==> config.mk <==
export PLATFORM = sky130hd
export DESIGN_NAME = midi7_bit_packing_codec_core
export DESIGN_NICKNAME = d
export VERILOG_FILES = /design/src/rtl/m7pc_pkg.sv /design/src/rtl/m7pc_core.sv /design/src/rtl/m7pc_outbuf.sv /design/src/rtl/midi7_bit_packing_codec_core.sv
export SDC_FILE = /design/constraint.sdc
export NUM_CORES = 1
export LEC_CHECK = 0
export ABC_CLOCK_PERIOD_IN_PS = 8660
export BUFFER_PORTS_ARGS = -buffer_cell sky130_fd_sc_hd__buf_2
export CORE_ASPECT_RATIO = 0.8
export CORE_UTILIZATION = 35
export DETAILED_ROUTE_END_ITERATION = 7
export PLACE_DENSITY_LB_ADDON = 0.15
export SYNTH_ARGS = -nofsm -noshare
export SYNTH_HDL_FRONTEND = slang
export SYNTH_SLANG_ARGS = --single-unit
==> constraint.sdc <==
create_clock -name clock -period 8.66 [get_ports clock]
set_input_delay 0.866 -clock clock [delete_from_list [all_inputs] [get_ports clock]]
set_output_delay 0.866 -clock clock [all_outputs]
set_load 0.005 [all_outputs]
==> src/rtl/m7pc_pkg.sv <==
`timescale 1ns / 1ps
// ---------------------------------------------------------------------------
// m7pc_pkg
// Shared types and constants of the 7-bit packing codec: register indexes,
// direction and error codes, state widths and the result beat layout.
// ---------------------------------------------------------------------------
package m7pc_pkg;

   localparam int SIZE_BITS = 16;
   localparam int TAKEN_W   = SIZE_BITS + 1;
   localparam int PROD_W    = SIZE_BITS + 4;
   localparam int ACC_W     = 15;
   localparam int CNT_W     = 4;

   localparam logic [TAKEN_W-1:0] TAKEN_MAX = {TAKEN_W{1'b1}};

   // register indexes of the write port
   localparam logic CSR_DIRECTION = 1'b0;
   localparam logic CSR_RAW_SIZE  = 1'b1;

   // direction codes
   localparam logic DIR_PACK   = 1'b0;
   localparam logic DIR_UNPACK = 1'b1;

   // error codes
   localparam logic [1:0] ERR_NONE     = 2'd0;
   localparam logic [1:0] ERR_HIGH_BIT = 2'd1;
   localparam logic [1:0] ERR_LENGTH   = 2'd2;

   typedef struct packed {
      logic [7:0] out_byte;
      logic       has_data;
      logic       end_of_stream;
      logic [1:0] error;
   } res_type;

   typedef struct packed {
      res_type    res0;
      res_type    res1;
      logic [1:0] count;
   } pair_type;

endpackage

==> src/rtl/m7pc_core.sv <==
`timescale 1ns / 1ps
// ---------------------------------------------------------------------------
// m7pc_core
// Configuration registers, stream state and the single-pass step logic that
// turns one registered input byte into up to two result beats.
// ---------------------------------------------------------------------------
module m7pc_core (
   input  logic                              clock,
   input  logic                              reset,
   input  logic                              csr_we,
   input  logic                              csr_index,
   input  logic [m7pc_pkg::SIZE_BITS-1:0]    csr_wdata,
   input  logic                              take,
   input  logic [7:0]                        in_byte,
   input  logic                              in_last,
   output m7pc_pkg::pair_type                pair
);

   logic                               direction_ff;
   logic [m7pc_pkg::SIZE_BITS-1:0]     raw_size_ff;
   logic [m7pc_pkg::ACC_W-1:0]         acc_ff,   acc_in;
   logic [m7pc_pkg::CNT_W-1:0]         cnt_ff,   cnt_in;
   logic [m7pc_pkg::TAKEN_W-1:0]       taken_ff, taken_in;
   logic [m7pc_pkg::SIZE_BITS-1:0]     given_ff, given_in;
   logic [1:0]                         err_ff,   err_in;

   always_comb begin
      logic [m7pc_pkg::ACC_W-1:0]   pk_sum;
      logic [m7pc_pkg::ACC_W-1:0]   pk_shift;
      logic [m7pc_pkg::CNT_W-1:0]   pk_cnt;
      logic [m7pc_pkg::CNT_W-1:0]   pk_cnt1;
      logic [m7pc_pkg::ACC_W-1:0]   up_sum;
      logic [m7pc_pkg::CNT_W-1:0]   up_cnt;
      logic [m7pc_pkg::TAKEN_W-1:0] taken_inc;
      logic [m7pc_pkg::PROD_W-1:0]  prod7;
      logic [m7pc_pkg::PROD_W-1:0]  limit;
      logic                         gt;
      logic                         eq;
      logic [1:0]                   err_next;

      pair     = '0;
      acc_in   = acc_ff;
      cnt_in   = cnt_ff;
      taken_in = taken_ff;
      given_in = given_ff;
      err_in   = err_ff;

      pk_sum   = acc_ff | (m7pc_pkg::ACC_W'(in_byte) << cnt_ff);
      pk_cnt   = cnt_ff + 4'd8;
      pk_cnt1  = pk_cnt - 4'd7;
      pk_shift = pk_sum >> 7;

      up_sum   = acc_ff | (m7pc_pkg::ACC_W'(in_byte[6:0]) << cnt_ff);
      up_cnt   = cnt_ff + 4'd7;

      taken_inc = (taken_ff == m7pc_pkg::TAKEN_MAX) ? taken_ff : taken_ff + 1'b1;
      prod7     = (m7pc_pkg::PROD_W'(taken_inc) << 3) - m7pc_pkg::PROD_W'(taken_inc);
      limit     = (m7pc_pkg::PROD_W'(raw_size_ff) << 3) + m7pc_pkg::PROD_W'(6);
      gt        = prod7 > limit;
      eq        = !gt && ((prod7 + m7pc_pkg::PROD_W'(7)) > limit);

      err_next = err_ff;
      if (err_ff == m7pc_pkg::ERR_NONE) begin
         if (gt || (in_last && !eq)) begin
            err_next = m7pc_pkg::ERR_LENGTH;
         end else if (in_byte[7]) begin
            err_next = m7pc_pkg::ERR_HIGH_BIT;
         end
      end

      if (direction_ff == m7pc_pkg::DIR_PACK) begin
         pair.res0.out_byte = {1'b0, pk_sum[6:0]};
         pair.res0.has_data = 1'b1;
         pair.res1.out_byte = {1'b0, pk_shift[6:0]};
         pair.res1.has_data = 1'b1;
         if (pk_cnt1 >= 4'd7) begin
            pair.count = 2'd2;
            acc_in     = pk_sum >> 14;
            cnt_in     = '0;
         end else begin
            pair.count = in_last ? 2'd2 : 2'd1;
            acc_in     = pk_shift;
            cnt_in     = pk_cnt1;
         end
         if (in_last) begin
            pair.res1.end_of_stream = 1'b1;
         end
      end else begin
         taken_in = taken_inc;
         err_in   = err_next;
         if ((err_next == m7pc_pkg::ERR_NONE) && (given_ff < raw_size_ff)) begin
            if (up_cnt >= 4'd8) begin
               pair.count         = 2'd1;
               pair.res0.out_byte = up_sum[7:0];
               pair.res0.has_data = 1'b1;
               acc_in             = up_sum >> 8;
               cnt_in             = up_cnt - 4'd8;
               given_in           = given_ff + 1'b1;
            end else begin
               acc_in = up_sum;
               cnt_in = up_cnt;
            end
         end
         if (in_last) begin
            pair.count              = 2'd1;
            pair.res0.error         = err_next;
            pair.res0.end_of_stream = 1'b1;
         end
      end

      if (in_last) begin
         acc_in   = '0;
         cnt_in   = '0;
         taken_in = '0;
         given_in = '0;
         err_in   = m7pc_pkg::ERR_NONE;
      end
   end

   always_ff @(posedge clock) begin
      if (reset) begin
         direction_ff <= m7pc_pkg::DIR_PACK;
         raw_size_ff  <= '0;
         acc_ff       <= '0;
         cnt_ff       <= '0;
         taken_ff     <= '0;
         given_ff     <= '0;
         err_ff       <= m7pc_pkg::ERR_NONE;
      end else if (csr_we) begin
         if (csr_index == m7pc_pkg::CSR_DIRECTION) begin
            direction_ff <= csr_wdata[0];
         end else begin
            raw_size_ff <= csr_wdata;
         end
         acc_ff   <= '0;
         cnt_ff   <= '0;
         taken_ff <= '0;
         given_ff <= '0;
         err_ff   <= m7pc_pkg::ERR_NONE;
      end else if (take) begin
         acc_ff   <= acc_in;
         cnt_ff   <= cnt_in;
         taken_ff <= taken_in;
         given_ff <= given_in;
         err_ff   <= err_in;
      end
   end

endmodule

==> src/rtl/m7pc_outbuf.sv <==
`timescale 1ns / 1ps
// ---------------------------------------------------------------------------
// m7pc_outbuf
// Two-slot result register: loads the beats of one step and drains them one
// beat per cycle onto the result channel while rsp_tready is high.
// ---------------------------------------------------------------------------
module m7pc_outbuf (
   input  logic                 clock,
   input  logic                 reset,
   input  m7pc_pkg::pair_type   pair,
   input  logic                 take,
   output logic                 can_load,
   output logic                 rsp_tvalid,
   input  logic                 rsp_tready,
   output logic [7:0]           rsp_tdata,   // out_byte
   output logic [2:0]           rsp_tuser,   // has_data, error[1:0]
   output logic                 rsp_tlast    // end_of_stream
);

   m7pc_pkg::res_type slot0_ff, slot1_ff;
   logic [1:0]        count_ff, count_in;
   logic              pop;

   assign rsp_tvalid = (count_ff != 2'd0);
   assign pop        = rsp_tvalid && rsp_tready;
   assign can_load   = (count_ff == 2'd0) || ((count_ff == 2'd1) && pop);

   assign rsp_tdata = slot0_ff.out_byte;
   assign rsp_tuser = {slot0_ff.error, slot0_ff.has_data};
   assign rsp_tlast = slot0_ff.end_of_stream;

   always_comb begin
      count_in = count_ff;
      if (take) begin
         count_in = pair.count;
      end else if (pop) begin
         count_in = count_ff - 2'd1;
      end
   end

   always_ff @(posedge clock) begin
      if (reset) begin
         count_ff <= 2'd0;
      end else begin
         count_ff <= count_in;
      end
   end

   always_ff @(posedge clock) begin
      if (take) begin
         slot0_ff <= pair.res0;
         slot1_ff <= pair.res1;
      end else if (pop) begin
         slot0_ff <= slot1_ff;
      end
   end

endmodule

==> src/rtl/midi7_bit_packing_codec_core.sv <==
`timescale 1ns / 1ps
// ---------------------------------------------------------------------------
// midi7_bit_packing_codec_core
// Streaming repacker between 8-bit bytes and 7-bit MIDI-safe bytes, least
// significant bits first, with length and high-bit checks when unpacking.
// ---------------------------------------------------------------------------
// An input beat is held in an input register, stepped through the codec
// logic and its result beats are written to a two-slot output register, so
// the first result beat is valid once it has passed the input register and
// then the output register. The result port carries one beat per cycle while
// rsp_tready is high: packing gives one or two beats per input byte and can
// take a new byte while the last beat of the previous byte drains, unpacking
// gives at most one beat per byte and sustains one byte per cycle while the
// result channel does not stall. A last byte always gives at least one beat,
// with rsp_tlast set on its final beat; when unpacking, that beat carries the
// stream's error code and may hold no data (has_data low). Any register write restarts the stream state.
// ---------------------------------------------------------------------------
module midi7_bit_packing_codec_core (
   input  logic                              clock,
   input  logic                              reset,
   input  logic                              csr_we,
   input  logic                              csr_index,
   input  logic [m7pc_pkg::SIZE_BITS-1:0]    csr_wdata,
   input  logic                              req_tvalid,
   output logic                              req_tready,
   input  logic [7:0]                        req_tdata,   // in_byte
   input  logic                              req_tlast,   // last
   output logic                              rsp_tvalid,
   input  logic                              rsp_tready,
   output logic [7:0]                        rsp_tdata,   // out_byte
   output logic [2:0]                        rsp_tuser,   // has_data, error[1:0]
   output logic                              rsp_tlast    // end_of_stream
);

   logic               in_vld_ff, in_vld_in;
   logic [7:0]         in_byte_ff;
   logic               in_last_ff;
   logic               can_load;
   logic               take;
   logic               req_beat;
   m7pc_pkg::pair_type pair;

   assign take       = in_vld_ff && can_load;
   assign req_tready = !in_vld_ff || take;
   assign req_beat   = req_tvalid && req_tready;

   always_comb begin
      in_vld_in = in_vld_ff;
      if (req_beat) begin
         in_vld_in = 1'b1;
      end else if (take) begin
         in_vld_in = 1'b0;
      end
   end

   always_ff @(posedge clock) begin
      if (reset) begin
         in_vld_ff <= 1'b0;
      end else begin
         in_vld_ff <= in_vld_in;
      end
   end

   always_ff @(posedge clock) begin
      if (req_beat) begin
         in_byte_ff <= req_tdata;
         in_last_ff <= req_tlast;
      end
   end

   m7pc_core u_core (
      .clock     (clock),
      .reset     (reset),
      .csr_we    (csr_we),
      .csr_index (csr_index),
      .csr_wdata (csr_wdata),
      .take      (take),
      .in_byte   (in_byte_ff),
      .in_last   (in_last_ff),
      .pair      (pair)
   );

   m7pc_outbuf u_outbuf (
      .clock      (clock),
      .reset      (reset),
      .pair       (pair),
      .take       (take),
      .can_load   (can_load),
      .rsp_tvalid (rsp_tvalid),
      .rsp_tready (rsp_tready),
      .rsp_tdata  (rsp_tdata),
      .rsp_tuser  (rsp_tuser),
      .rsp_tlast  (rsp_tlast)
   );

endmodule

Word level (Yosys, flattened, before mapping)
Index checks and enable logic that the tools add are counted.

Register bits after elaboration: 105. Bits of input ports: 31. Logic and storage cells: 111.

Add/sub/neg operators: 10. Order comparisons: 5. Equality and inequality tests: 3. Shift operators: 2. Muxes and demuxes: 41. Bitwise gates (word level): 3. Reductions and logical operators: 28.

Operators with widths (number): $mux 16 (4); $mux 15 (4); $mux 17 (3); $gt 20x20->1 (2); $or 15x15->15 (2); $mux 9 (3); $mux 2 (13); $mux 12 (2); $add 19x3->20 const B (1); $add 20x3->20 const B (1); $mux 4 (5); $sub 20x17->20 (1); $add 17x1->17 const B (1); $eq 17x17->1 const B (1); $add 16x1->16 const B (1); $lt 16x16->1 (1); $shl 7x4->15 (1); $shl 8x4->15 (1); $reduce_bool 2->1 (6); $mux 8 (1); $reduce_and 2->1 (4); $logic_and 1x1->1 (7); $logic_not 2->1 (3); $mux 3 (2); other kinds (15) (22).

Longest topological paths before layout
Gate-level depths: netlist of run 1.

Word-level depth: 17. Gate-level depth with buffers: 36. Depth with buffers taken out: 33.

By module
A second synthesis of run 1 with hierarchy kept.

Cells, all modules: 1083. Area total of the unflattened synthesis: 8619.5 sq um.

Modules (own cells, without submodules): m7pc_core (instances 1, cells an instance 1011, area each 7252.0 sq um, sequential area each 1421.4 sq um); m7pc_outbuf (instances 1, cells an instance 57, area each 1034.7 sq um, sequential area each 760.7 sq um); midi7_bit_packing_codec_core (instances 1, cells an instance 15, area each 332.8 sq um, sequential area each 290.3 sq um).

Worst setup path before layout of run 1
No wires, ideal clock.

Path kind: flip-flop to flip-flop. Start: register u_core.taken_ff[8] (netlist name). End: register u_core.acc_ff[8] (netlist name). Setup time: 0.070 ns. Data arrival time: 6.621 ns. Required time: 8.590 ns. Setup slack: 1.969 ns. Cell stages (with the launch flop): 33. Clock period less this slack: 6.691 ns. Cell sequence: dfxtp_1 -> buf_2 -> nand4_4 -> or4_4 -> buf_6 -> nor2_8 -> nor2_1 -> a21oi_1 -> inv_1 -> ha_1 -> inv_1 -> nor2_1 -> o211ai_1 -> a22o_1 -> a211o_1 -> a21oi_1 -> xor2_1 -> nand4bb_4 -> or4b_4 -> nor4_1 -> xnor2_1 -> ha_1 -> nand4_1 -> nor2_1 -> o21ai_0 -> nand4b_1 -> o21ai_0 -> or3_1 -> clkbuf_1 -> clkbuf_1 -> a31oi_2 -> nand4_1 -> a21oi_1.

Longest elaborated chain between the ends: 15. Elaborated cells between the ends (all ways): 18. Classes of those cells: add/sub (3); order compare (2); eq/ne (2); mux (3); reduce/logical (8).

RTL lines: from (decl) (line m7pc_core.sv:23) `logic [m7pc_pkg::TAKEN_W-1:0] taken_ff, taken_in;`; from (signal assigned) (line m7pc_core.sv:143) `taken_ff <= taken_in;`; $add 17x1->17 / $eq 17x17->1 (equally long branches) (line m7pc_core.sv:56) `taken_inc = (taken_ff == m7pc_pkg::TAKEN_MAX) ? taken_ff : taken_ff + 1'b1;`; $mux 17 * (line m7pc_core.sv:56); $sub 20x17->20 * (line m7pc_core.sv:57) `prod7 = (m7pc_pkg::PROD_W'(taken_inc) << 3) - m7pc_pkg::PROD_W'(taken_inc);`; $add 20x3->20 / $gt 20x20->1 (equally long branches) (line m7pc_core.sv:60, m7pc_core.sv:59); $gt 20x20->1 / $logic_not 1->1 (equally long branches) (line m7pc_core.sv:60) `eq = !gt && ((prod7 + m7pc_pkg::PROD_W'(7)) > limit);`; $logic_and 1x1->1 (line m7pc_core.sv:60); $logic_not 1->1 (line m7pc_core.sv:64) `if (gt || (in_last && !eq)) begin`; $logic_and 1x1->1 (line m7pc_core.sv:64); $logic_or 1x1->1 * (line m7pc_core.sv:64); $mux 2 * (line m7pc_core.sv:64); $mux 2 * (line m7pc_core.sv:63) `if (err_ff == m7pc_pkg::ERR_NONE) begin`; $logic_not 2->1 * (line m7pc_core.sv:91) `if ((err_next == m7pc_pkg::ERR_NONE) && (given_ff < raw_size_ff)) begin`; $logic_and 1x1->1 * (line m7pc_core.sv:91); $ne 3x3->1 (no line) *; $reduce_and 2->1 (no line) *; to (signal assigned) (line m7pc_core.sv:141) `acc_ff <= acc_in;`; to (decl) (line m7pc_core.sv:21) `logic [m7pc_pkg::ACC_W-1:0] acc_ff, acc_in;`.

Every way passes the cells marked *; elsewhere a longest branch is shown, timed or not. A chain may end at the register's enable or synchronous reset.

Worst setup path after layout of run 1
Start: register u_core.taken_ff[0] (netlist name). End: register u_core.cnt_ff[2] (netlist name).

Longest elaborated chain between the ends: 15. Elaborated cells between the ends (all ways): 18. Classes of those cells: add/sub (3); order compare (2); eq/ne (2); mux (3); reduce/logical (8).

RTL lines: $add 17x1->17 / $eq 17x17->1 (equally long branches) (line m7pc_core.sv:56); $mux 17 * (line m7pc_core.sv:56); $sub 20x17->20 * (line m7pc_core.sv:57); $add 20x3->20 / $gt 20x20->1 (equally long branches) (line m7pc_core.sv:60, m7pc_core.sv:59); $gt 20x20->1 / $logic_not 1->1 (equally long branches) (line m7pc_core.sv:60); $logic_and 1x1->1 (line m7pc_core.sv:60); $logic_not 1->1 (line m7pc_core.sv:64); $logic_and 1x1->1 (line m7pc_core.sv:64); $logic_or 1x1->1 * (line m7pc_core.sv:64); $mux 2 * (line m7pc_core.sv:64); $mux 2 * (line m7pc_core.sv:63); $logic_not 2->1 * (line m7pc_core.sv:91); $logic_and 1x1->1 * (line m7pc_core.sv:91); $ne 3x3->1 (no line) *; $reduce_and 2->1 (no line) *; to (signal assigned) (line m7pc_core.sv:142) `cnt_ff <= cnt_in;`; to (decl) (line m7pc_core.sv:22) `logic [m7pc_pkg::CNT_W-1:0] cnt_ff, cnt_in;`.

Marks and branches as above.

==> results of run 1 <==
final cells by class:
| cell class | instances | area, sq um | share of cell area [%] |
|---|---|---|---|
| clock buffer | 10 | 229 | 2.52 |
| clock inverter | 6 | 62.6 | 0.689 |
| inverter | 55 | 206 | 2.27 |
| multi-input combinational | 826 | 5530 | 60.9 |
| sequential | 104 | 2380 | 26.2 |
| tap | 312 | 390 | 4.30 |
| timing repair buffer | 52 | 280 | 3.09 |
registers in the layout, summed over array words and instances (netlist names):
| signal | count |
|---|---|
| u_core.taken_ff | 17 |
| u_core.given_ff | 16 |
| u_core.raw_size_ff | 16 |
| u_core.acc_ff | 15 |
| u_outbuf.slot1_ff | 9 |
| in_byte_ff | 8 |
| u_outbuf.rsp_tdata | 8 |
| u_core.cnt_ff | 4 |
| u_outbuf.rsp_tuser | 3 |
| u_core.err_ff | 2 |
| u_outbuf.count_ff | 2 |
| in_last_ff | 1 |
| in_vld_ff | 1 |
| u_core.direction_ff | 1 |
| u_outbuf.rsp_tlast | 1 |
per-layer routing:
| layer | up-vias | wire length, um |
|---|---|---|
| met5 | - | 0 |
| met4 | 0 | 172 |
| met3 | 17 | 1360 |
| met2 | 244 | 9510 |
| met1 | 3519 | 13000 |
| li1 | 3806 | - |
worst max-delay path: cells and delay by family (launching register included):
kind / cells / cell delay (ns)
buffers and inverters: 2 / 0.24
AND/OR/NAND/NOR: 13 / 3.32
XOR/XNOR: 2 / 0.65
adder cells (fa/ha/maj): 3 / 1.06
AO/OA/AOI/OAI: 9 / 1.96
flip-flops: 1 / 0.54
cells in the mapped netlist (3+ instances only):
library cell	count
nand2_1	121
nor2_1	98
a21oi_1	80
dfxtp_1	74
ha_1	71
inv_1	53
o21ai_0	47
clkbuf_1	37
nand3_1	31
edfxtp_1	30
nor3_1	29
a21o_1	28
xnor2_1	27
and3_1	21
mux2i_1	19
xor2_1	19
nand4_1	16
a211oi_1	14
and2_1	13
nand2b_1	11
a221oi_1	10
or3_1	10
a22oi_1	9
nor2b_1	9
o31ai_1	8
a31oi_1	7
nand3b_1	7
o211ai_1	7
o21a_1	7
or2_2	7
buf_2	6
nor3b_1	6
nor4_1	6
o2111ai_1	6
or4_1	5
a2111oi_2	4
a211o_1	4
a21boi_0	4
mux2_2	4
o41ai_1	4
a211oi_2	3
and4_1	3
nand4b_1	3
cells by family after synthesis:
group / count (synthesis) / share of synthesized area, %
AO/OA/AOI/OAI: 278 / 23.2
flip-flops: 104 / 28.7
AND/OR/NAND/NOR: 407 / 24.8
multiplexers: 24 / 2.97
adder cells (fa/ha/maj): 71 / 10.7
XOR/XNOR: 46 / 4.85
buffers and inverters: 100 / 4.79
worst max-delay path by stage:
stage	end	depth (start not counted)
after global routing	u_core.cnt_ff[2]	28
after global placement	u_core.cnt_ff[2]	28
after detailed placement	u_core.cnt_ff[2]	29
final	u_core.cnt_ff[2]	29
after CTS	u_core.cnt_ff[2]	29
after floorplan	u_core.acc_ff[8]	32
through the flow:
| stage | util, % | hold WS, ns | instance area [sq um] | worst slack, ns |
|---|---|---|---|---|
| final | 38.9 | 0.456 | 9080 | 0.766 |
| after global routing | 38.9 | 0.469 | 9080 | 0.115 |
| after CTS | 38.9 | 0.459 | 9070 | 0.646 |
| after detailed placement | 37.6 | 0.448 | 8780 | 0.686 |
| after global placement | 37.6 | 0.443 | 8780 | 0.858 |
| after floorplan | - | 0.432 | 8300 | 1.97 |
power breakdown:
| part | internal (W) | switching [W] | total, W | leakage (nW) |
|---|---|---|---|---|
| clock network | 0.000204 | 0.000213 | 0.000417 | 0.143 |
| logic | 0.0000726 | 0.000135 | 0.000208 | 2.60 |
| registers | 0.000536 | 0.0000151 | 0.000551 | 0.888 |
what timing repair did:
item	4_1_cts	5_1_grt
hold buffers	0	0
gates resized for setup	0	1
setup endpoints to repair	0	9
==> results.ini, run 1 <==
[status]
status=finished, final reports clean

[power_and_ir_drop]
max_rail_drop_vdd_uv=80.5
totalPowerFinal_w=0.00118
p_per_area_mw_per_mm2=129
p_leak_nw=3.64

[clock_tree]
clock_insertion_delay_worst_skew_ns=0.36
cts_max_level=3
tritoncts.num_buffers=9
tritoncts_clock_tree=built
clk_pin_slew_worst_paths_ns=0.08
clk_path_buf_depth=2
cts_num_sinks=104
cts_post_setup_buffers_inserted=0
cts_root_buffer=clkbuf_16

[global_routing]
grt-ovfl-total=0
gr-usage-all-layers_pct=20.0
grt_first_pass_wirelength_um=38700
grt_pass1_vias=6918
grt.met2_usage_pct=27.7
grtUsageMet1_pct=31.8
grt_antenna_before_repair=0
grt.busiest_layer=met1
global_route.usage.met3_pct=3.01
largest_net_degree_at_the_start_of_global_routing=37

[timing]
final.period_utilization_pct=91.2
setup_total_negative_slack_ns=0
timing_worst_slew_pin_value_ns=0.997
fin_worst_skew_ns=0.0141
timing_max_transition_violations_final=0
maxSlewHeadroom_pct=33.0
timing.final.crit_period_ns=7.89
report.final.hold_viol_count=0
report.final.setup_viol=0
achievable-frequency_ghz=0.127
unrepaired_setup_endpoints_after_global_routing=no

[layout]
area_growth_pct=9.34
layout_commonest_cell=nand2_1
antenna_cells_inserted=0
layout-drive-gt1-share_pct=9.88
final_cells=1365
fillerInstances=2430
mostFrequentLayoutCells=121 x nand2_1, 98 x nor2_1, 80 x a21oi_1
layout.nets=1150

[hold_path]
hold_class=reg2reg
hold_path_end=u_core.raw_size_ff[15]
whs_path_depth=2
hp-start=u_core.raw_size_ff[15]

[routing]
post_drt_wl_per_cell_um=17.6
vias_per_cell=5.56
drc=0
drt_iter0_markers=540
drt_total_wl_um=24100
first_pass_iters=5
drt.antenna.violating_nets=0
route.vias.total=7586

[logic_synthesis]
seq_area_frac_synth_pct=28.7
synth_async_sr_flop_share_pct=0
synth_net_count=1132
yosysUniqueCellTypes=82
synthTopCellsByArea=dfxtp_1 18%, edfxtp_1 11%, ha_1 11%
syn_avg_cell_area_sq_um=8.06
ys_warn_count=0
synthCells=1030
synth.largest_area_cell=dfxtp_1
syn_area_sq_mm=0.00830
synth.ff_latch_count=104
synth_enable_flop_cells=30
yosys_most_used_dff=dfxtp_1
synth_largest_type_area_fraction_pct=17.8

[setup_path]
critical_path.reg2reg.endpoint=u_core.cnt_ff[2]
crit_path_top_delay_cell=or4b_4
end_kind=flop
worst_setup_path_startpoint=u_core.taken_ff[0]
setup.worst_path.class=reg2reg
slowest_delay_ns=0.59
cp_max_fo=25
r2r_start=u_core.taken_ff[0]
reg2reg_setup_slack_ns=0.77
critical_path_arrival_ns=8.18
worstRegToRegCells=29
worst-endpoint-required_ns=8.95
startpoint_type=flop

[die]
die-area_sq_mm=0.0243
fp-row-count=50
floorplan.die.width_um=174
ios=45
die_outline_height_um=140
core-area_sq_mm=0.0233
floorplan.initialDensity_pct=35.6

[place]
place_congestion=0.883
dpl.cell_count=1349
place_hpwl_um=18500
placement.io_buffers=44

[flow_run]
cap_viol_max_count=0

No activity file was read; power rests on OpenSTA's default activity.
==> inputs of run 2 (changes only) <==
--- a/config.mk
+++ b/config.mk
@@ -11,6 +11,7 @@
 export CORE_UTILIZATION = 35
 export DETAILED_ROUTE_END_ITERATION = 7
 export PLACE_DENSITY_LB_ADDON = 0.15
+export REMOVE_ABC_BUFFERS = 1
 export SYNTH_ARGS = -nofsm -noshare
 export SYNTH_HDL_FRONTEND = slang
 export SYNTH_SLANG_ARGS = --single-unit
==> run 2 against run 1 <==
Effect of this change: register-to-register slack lost 0.06 ns; via count fell by 0.91%; combinational power about the same; first-iteration DRC count is 2.0% higher; total power hardly changed; critical path type unchanged.
==> results.ini, run 2 (synthesized netlist as in run 1, its figures left out) <==
[layout]
area_growth_pct=9.56
postLayoutCellArea_sq_mm=0.00909  ; +0.19%
reg.largest.list=u_core.taken_ff: 17 flops, u_core.given_ff: 16 flops, u_core.raw_size_ff: 16 flops
mostFrequentLayoutCells=121 x nand2_1, 98 x nor2_1, 80 x a21oi_1
layout-drive-gt1-share_pct=10.1  ; +0.27 points
layout_commonest_cell=nand2_1
final_cells=1367  ; +0.15%
multi_input_comb_area_sq_mm=0.00553  ; about the same
regMostFlops=u_core.taken_ff
antenna_cells_inserted=0  ; unchanged
largest_register_ffs=17  ; unchanged
fillerInstances=2444  ; +0.58%
layout.area.seq_sq_mm=0.00238  ; unchanged
layout.nets=1152  ; +0.17%

[die]
floorplan.initialDensity_pct=35.6  ; unchanged
core-area_sq_mm=0.0233  ; unchanged
die_outline_height_um=140  ; unchanged
fp-row-count=50  ; unchanged
floorplan.die.width_um=174  ; unchanged
die-area_sq_mm=0.0243  ; unchanged
ios=45  ; unchanged

[timing]
hold-worst-slack_ns=0.455  ; -0.00181 ns
report.final.hold_viol_count=0  ; unchanged
achievable-frequency_ghz=0.126  ; -0.79%
timing.final.crit_period_ns=7.96  ; +0.0632 ns
maxSlewHeadroom_pct=28.5  ; -4.6 points
setup_total_negative_slack_ns=0  ; unchanged
fin_ws_ns=0.703  ; -0.0632 ns
final.period_utilization_pct=91.9  ; +0.73 points
fin_worst_skew_ns=0.00831  ; -0.00583 ns
unrepaired_setup_endpoints_after_global_routing=no
timing_worst_slew_pin_value_ns=1.06  ; +0.0678 ns
report.final.setup_viol=0  ; unchanged
timing_max_transition_violations_final=0  ; unchanged

[routing]
route.vias.total=7517  ; -0.91%
first_pass_iters=5  ; unchanged
drc=0  ; unchanged
post_drt_wl_per_cell_um=17.3  ; -2.1%
drt.antenna.violating_nets=0  ; unchanged
drt_iter0_markers=551  ; +2.0%
vias_per_cell=5.50  ; -1.1%
drt_total_wl_um=23600  ; -1.9%

[setup_path]
worst-endpoint-required_ns=8.95  ; about the same
critical_path_arrival_ns=8.25  ; +0.07 ns
cp_num_buf_inv=1  ; -1
crit_path_top_delay_cell=or4_4
cp_max_fo=25  ; unchanged
critPathMostFrequentCell=a21oi_1
end_kind=flop
startpoint_type=flop
worst_path_dominant_cell_family=compound AO/OA/AOI/OAI gates
slowest_delay_ns=0.66  ; +0.07 ns
setup.worst_path.class=reg2reg

[place]
dpl.cell_count=1351  ; +0.15%
place_hpwl_um=18100  ; -2.1%
placement.io_buffers=44  ; unchanged
place_worst_setup_slack_ns=0.708  ; +0.0215 ns
place_congestion=0.866  ; -1.9%
placed_area_sq_mm=0.00880  ; +0.17%

[global_routing]
grt_pass1_vias=6894  ; -0.35%
grt_first_pass_wirelength_um=38300  ; -1.1%
grt-ovfl-total=0  ; unchanged
gr-usage-all-layers_pct=19.8  ; -0.23 points
largest_net_degree_at_the_start_of_global_routing=37  ; unchanged
grt_antenna_before_repair=0  ; unchanged

[power_and_ir_drop]
p_int_w=0.000811  ; -0.14%
comb_power_share_pct=17.7  ; about the same
max_rail_drop_vdd_uv=71.5  ; -11%
seq_power_share_pct=46.9  ; about the same
clkPwrFrac_pct=35.4  ; about the same
p_leak_nw=3.64  ; +0.21%
p_sw_share_pct=30.9  ; +0.041 points
p_per_area_mw_per_mm2=129  ; -0.28%
power.net_switching_w=0.000363  ; about the same

[clock_tree]
cts.hold.buffers_added=0  ; unchanged
tritoncts_clock_tree=built
cts_post_setup_buffers_inserted=0  ; unchanged
clock_insertion_delay_worst_skew_ns=0.36  ; about the same
cts_num_sinks=104  ; unchanged
clk_path_buf_depth=2  ; unchanged
clk_pin_slew_worst_paths_ns=0.08  ; about the same
cts_root_buffer=clkbuf_16
cts_max_level=3  ; unchanged
tritoncts.num_buffers=9  ; unchanged

[flow_run]
cap_viol_max_count=0  ; unchanged

[hold_path]
hold_class=reg2reg

[status]
status=finished, final reports clean

==> run 2: cell type report <==
class,count,share of cell area (%)
clock buffer,9,2.48
multi-input combinational,826,60.8
tap,312,4.29
sequential,104,26.2
timing repair buffer,54,3.25
inverter,55,2.27
clock inverter,7,0.729
==> run 2: timing repair <==
action                                  4_1_cts  5_1_grt
gates resized for setup                       0        1
hold endpoints to repair                      0        0
endpoints found under the setup margin        0        1
==> run 2: routing by layer <==
layer	up-vias	wire length [um]	track usage (%)
li1	3807	-	-
met3	17	1350	3.09
met5	-	0	0
met4	0	201	3.88
met2	205	9880	29.6
met1	3488	12200	29.6
==> run 2: per-stage QoR <==
stage               util [%]  power [W]
detailed placement      37.7   0.000771
global placement        37.7   0.000770
floorplan                  -   0.000688
CTS                     38.9    0.00119
global route            39.0    0.00123
finish                  39.0    0.00117
==> run 2: final timing paths <==
kind / start / endpoint / slack (ns) / cells past startpoint
worst min-delay path: u_core.raw_size_ff[2] / u_core.raw_size_ff[2] / 0.45 / 2
worst max-delay path: u_core.taken_ff[6] / u_core.cnt_ff[2] / 0.70 / 27
worst min register to register: u_core.raw_size_ff[2] / u_core.raw_size_ff[2] / 0.45 / 2
worst max register to register: u_core.taken_ff[6] / u_core.cnt_ff[2] / 0.70 / 27
==> run 2: power by group through the flow <==
| stage | logic, W | registers [W] | clock network, W |
|---|---|---|---|
| after floorplan | 0.000129 | 0.000560 | 0 |
| after global placement | 0.000208 | 0.000562 | 0 |
| after detailed placement | 0.000209 | 0.000562 | 0 |
| after CTS | 0.000209 | 0.000551 | 0.000428 |
| after global routing | 0.000234 | 0.000554 | 0.000440 |
| final | 0.000208 | 0.000551 | 0.000416 |
==> run 2: worst min-delay path, cell delays in order (launching register included) <==
cell	delay [ns]
dfxtp_1	0.31
nand2_1	0.05
a21oi_1	0.05
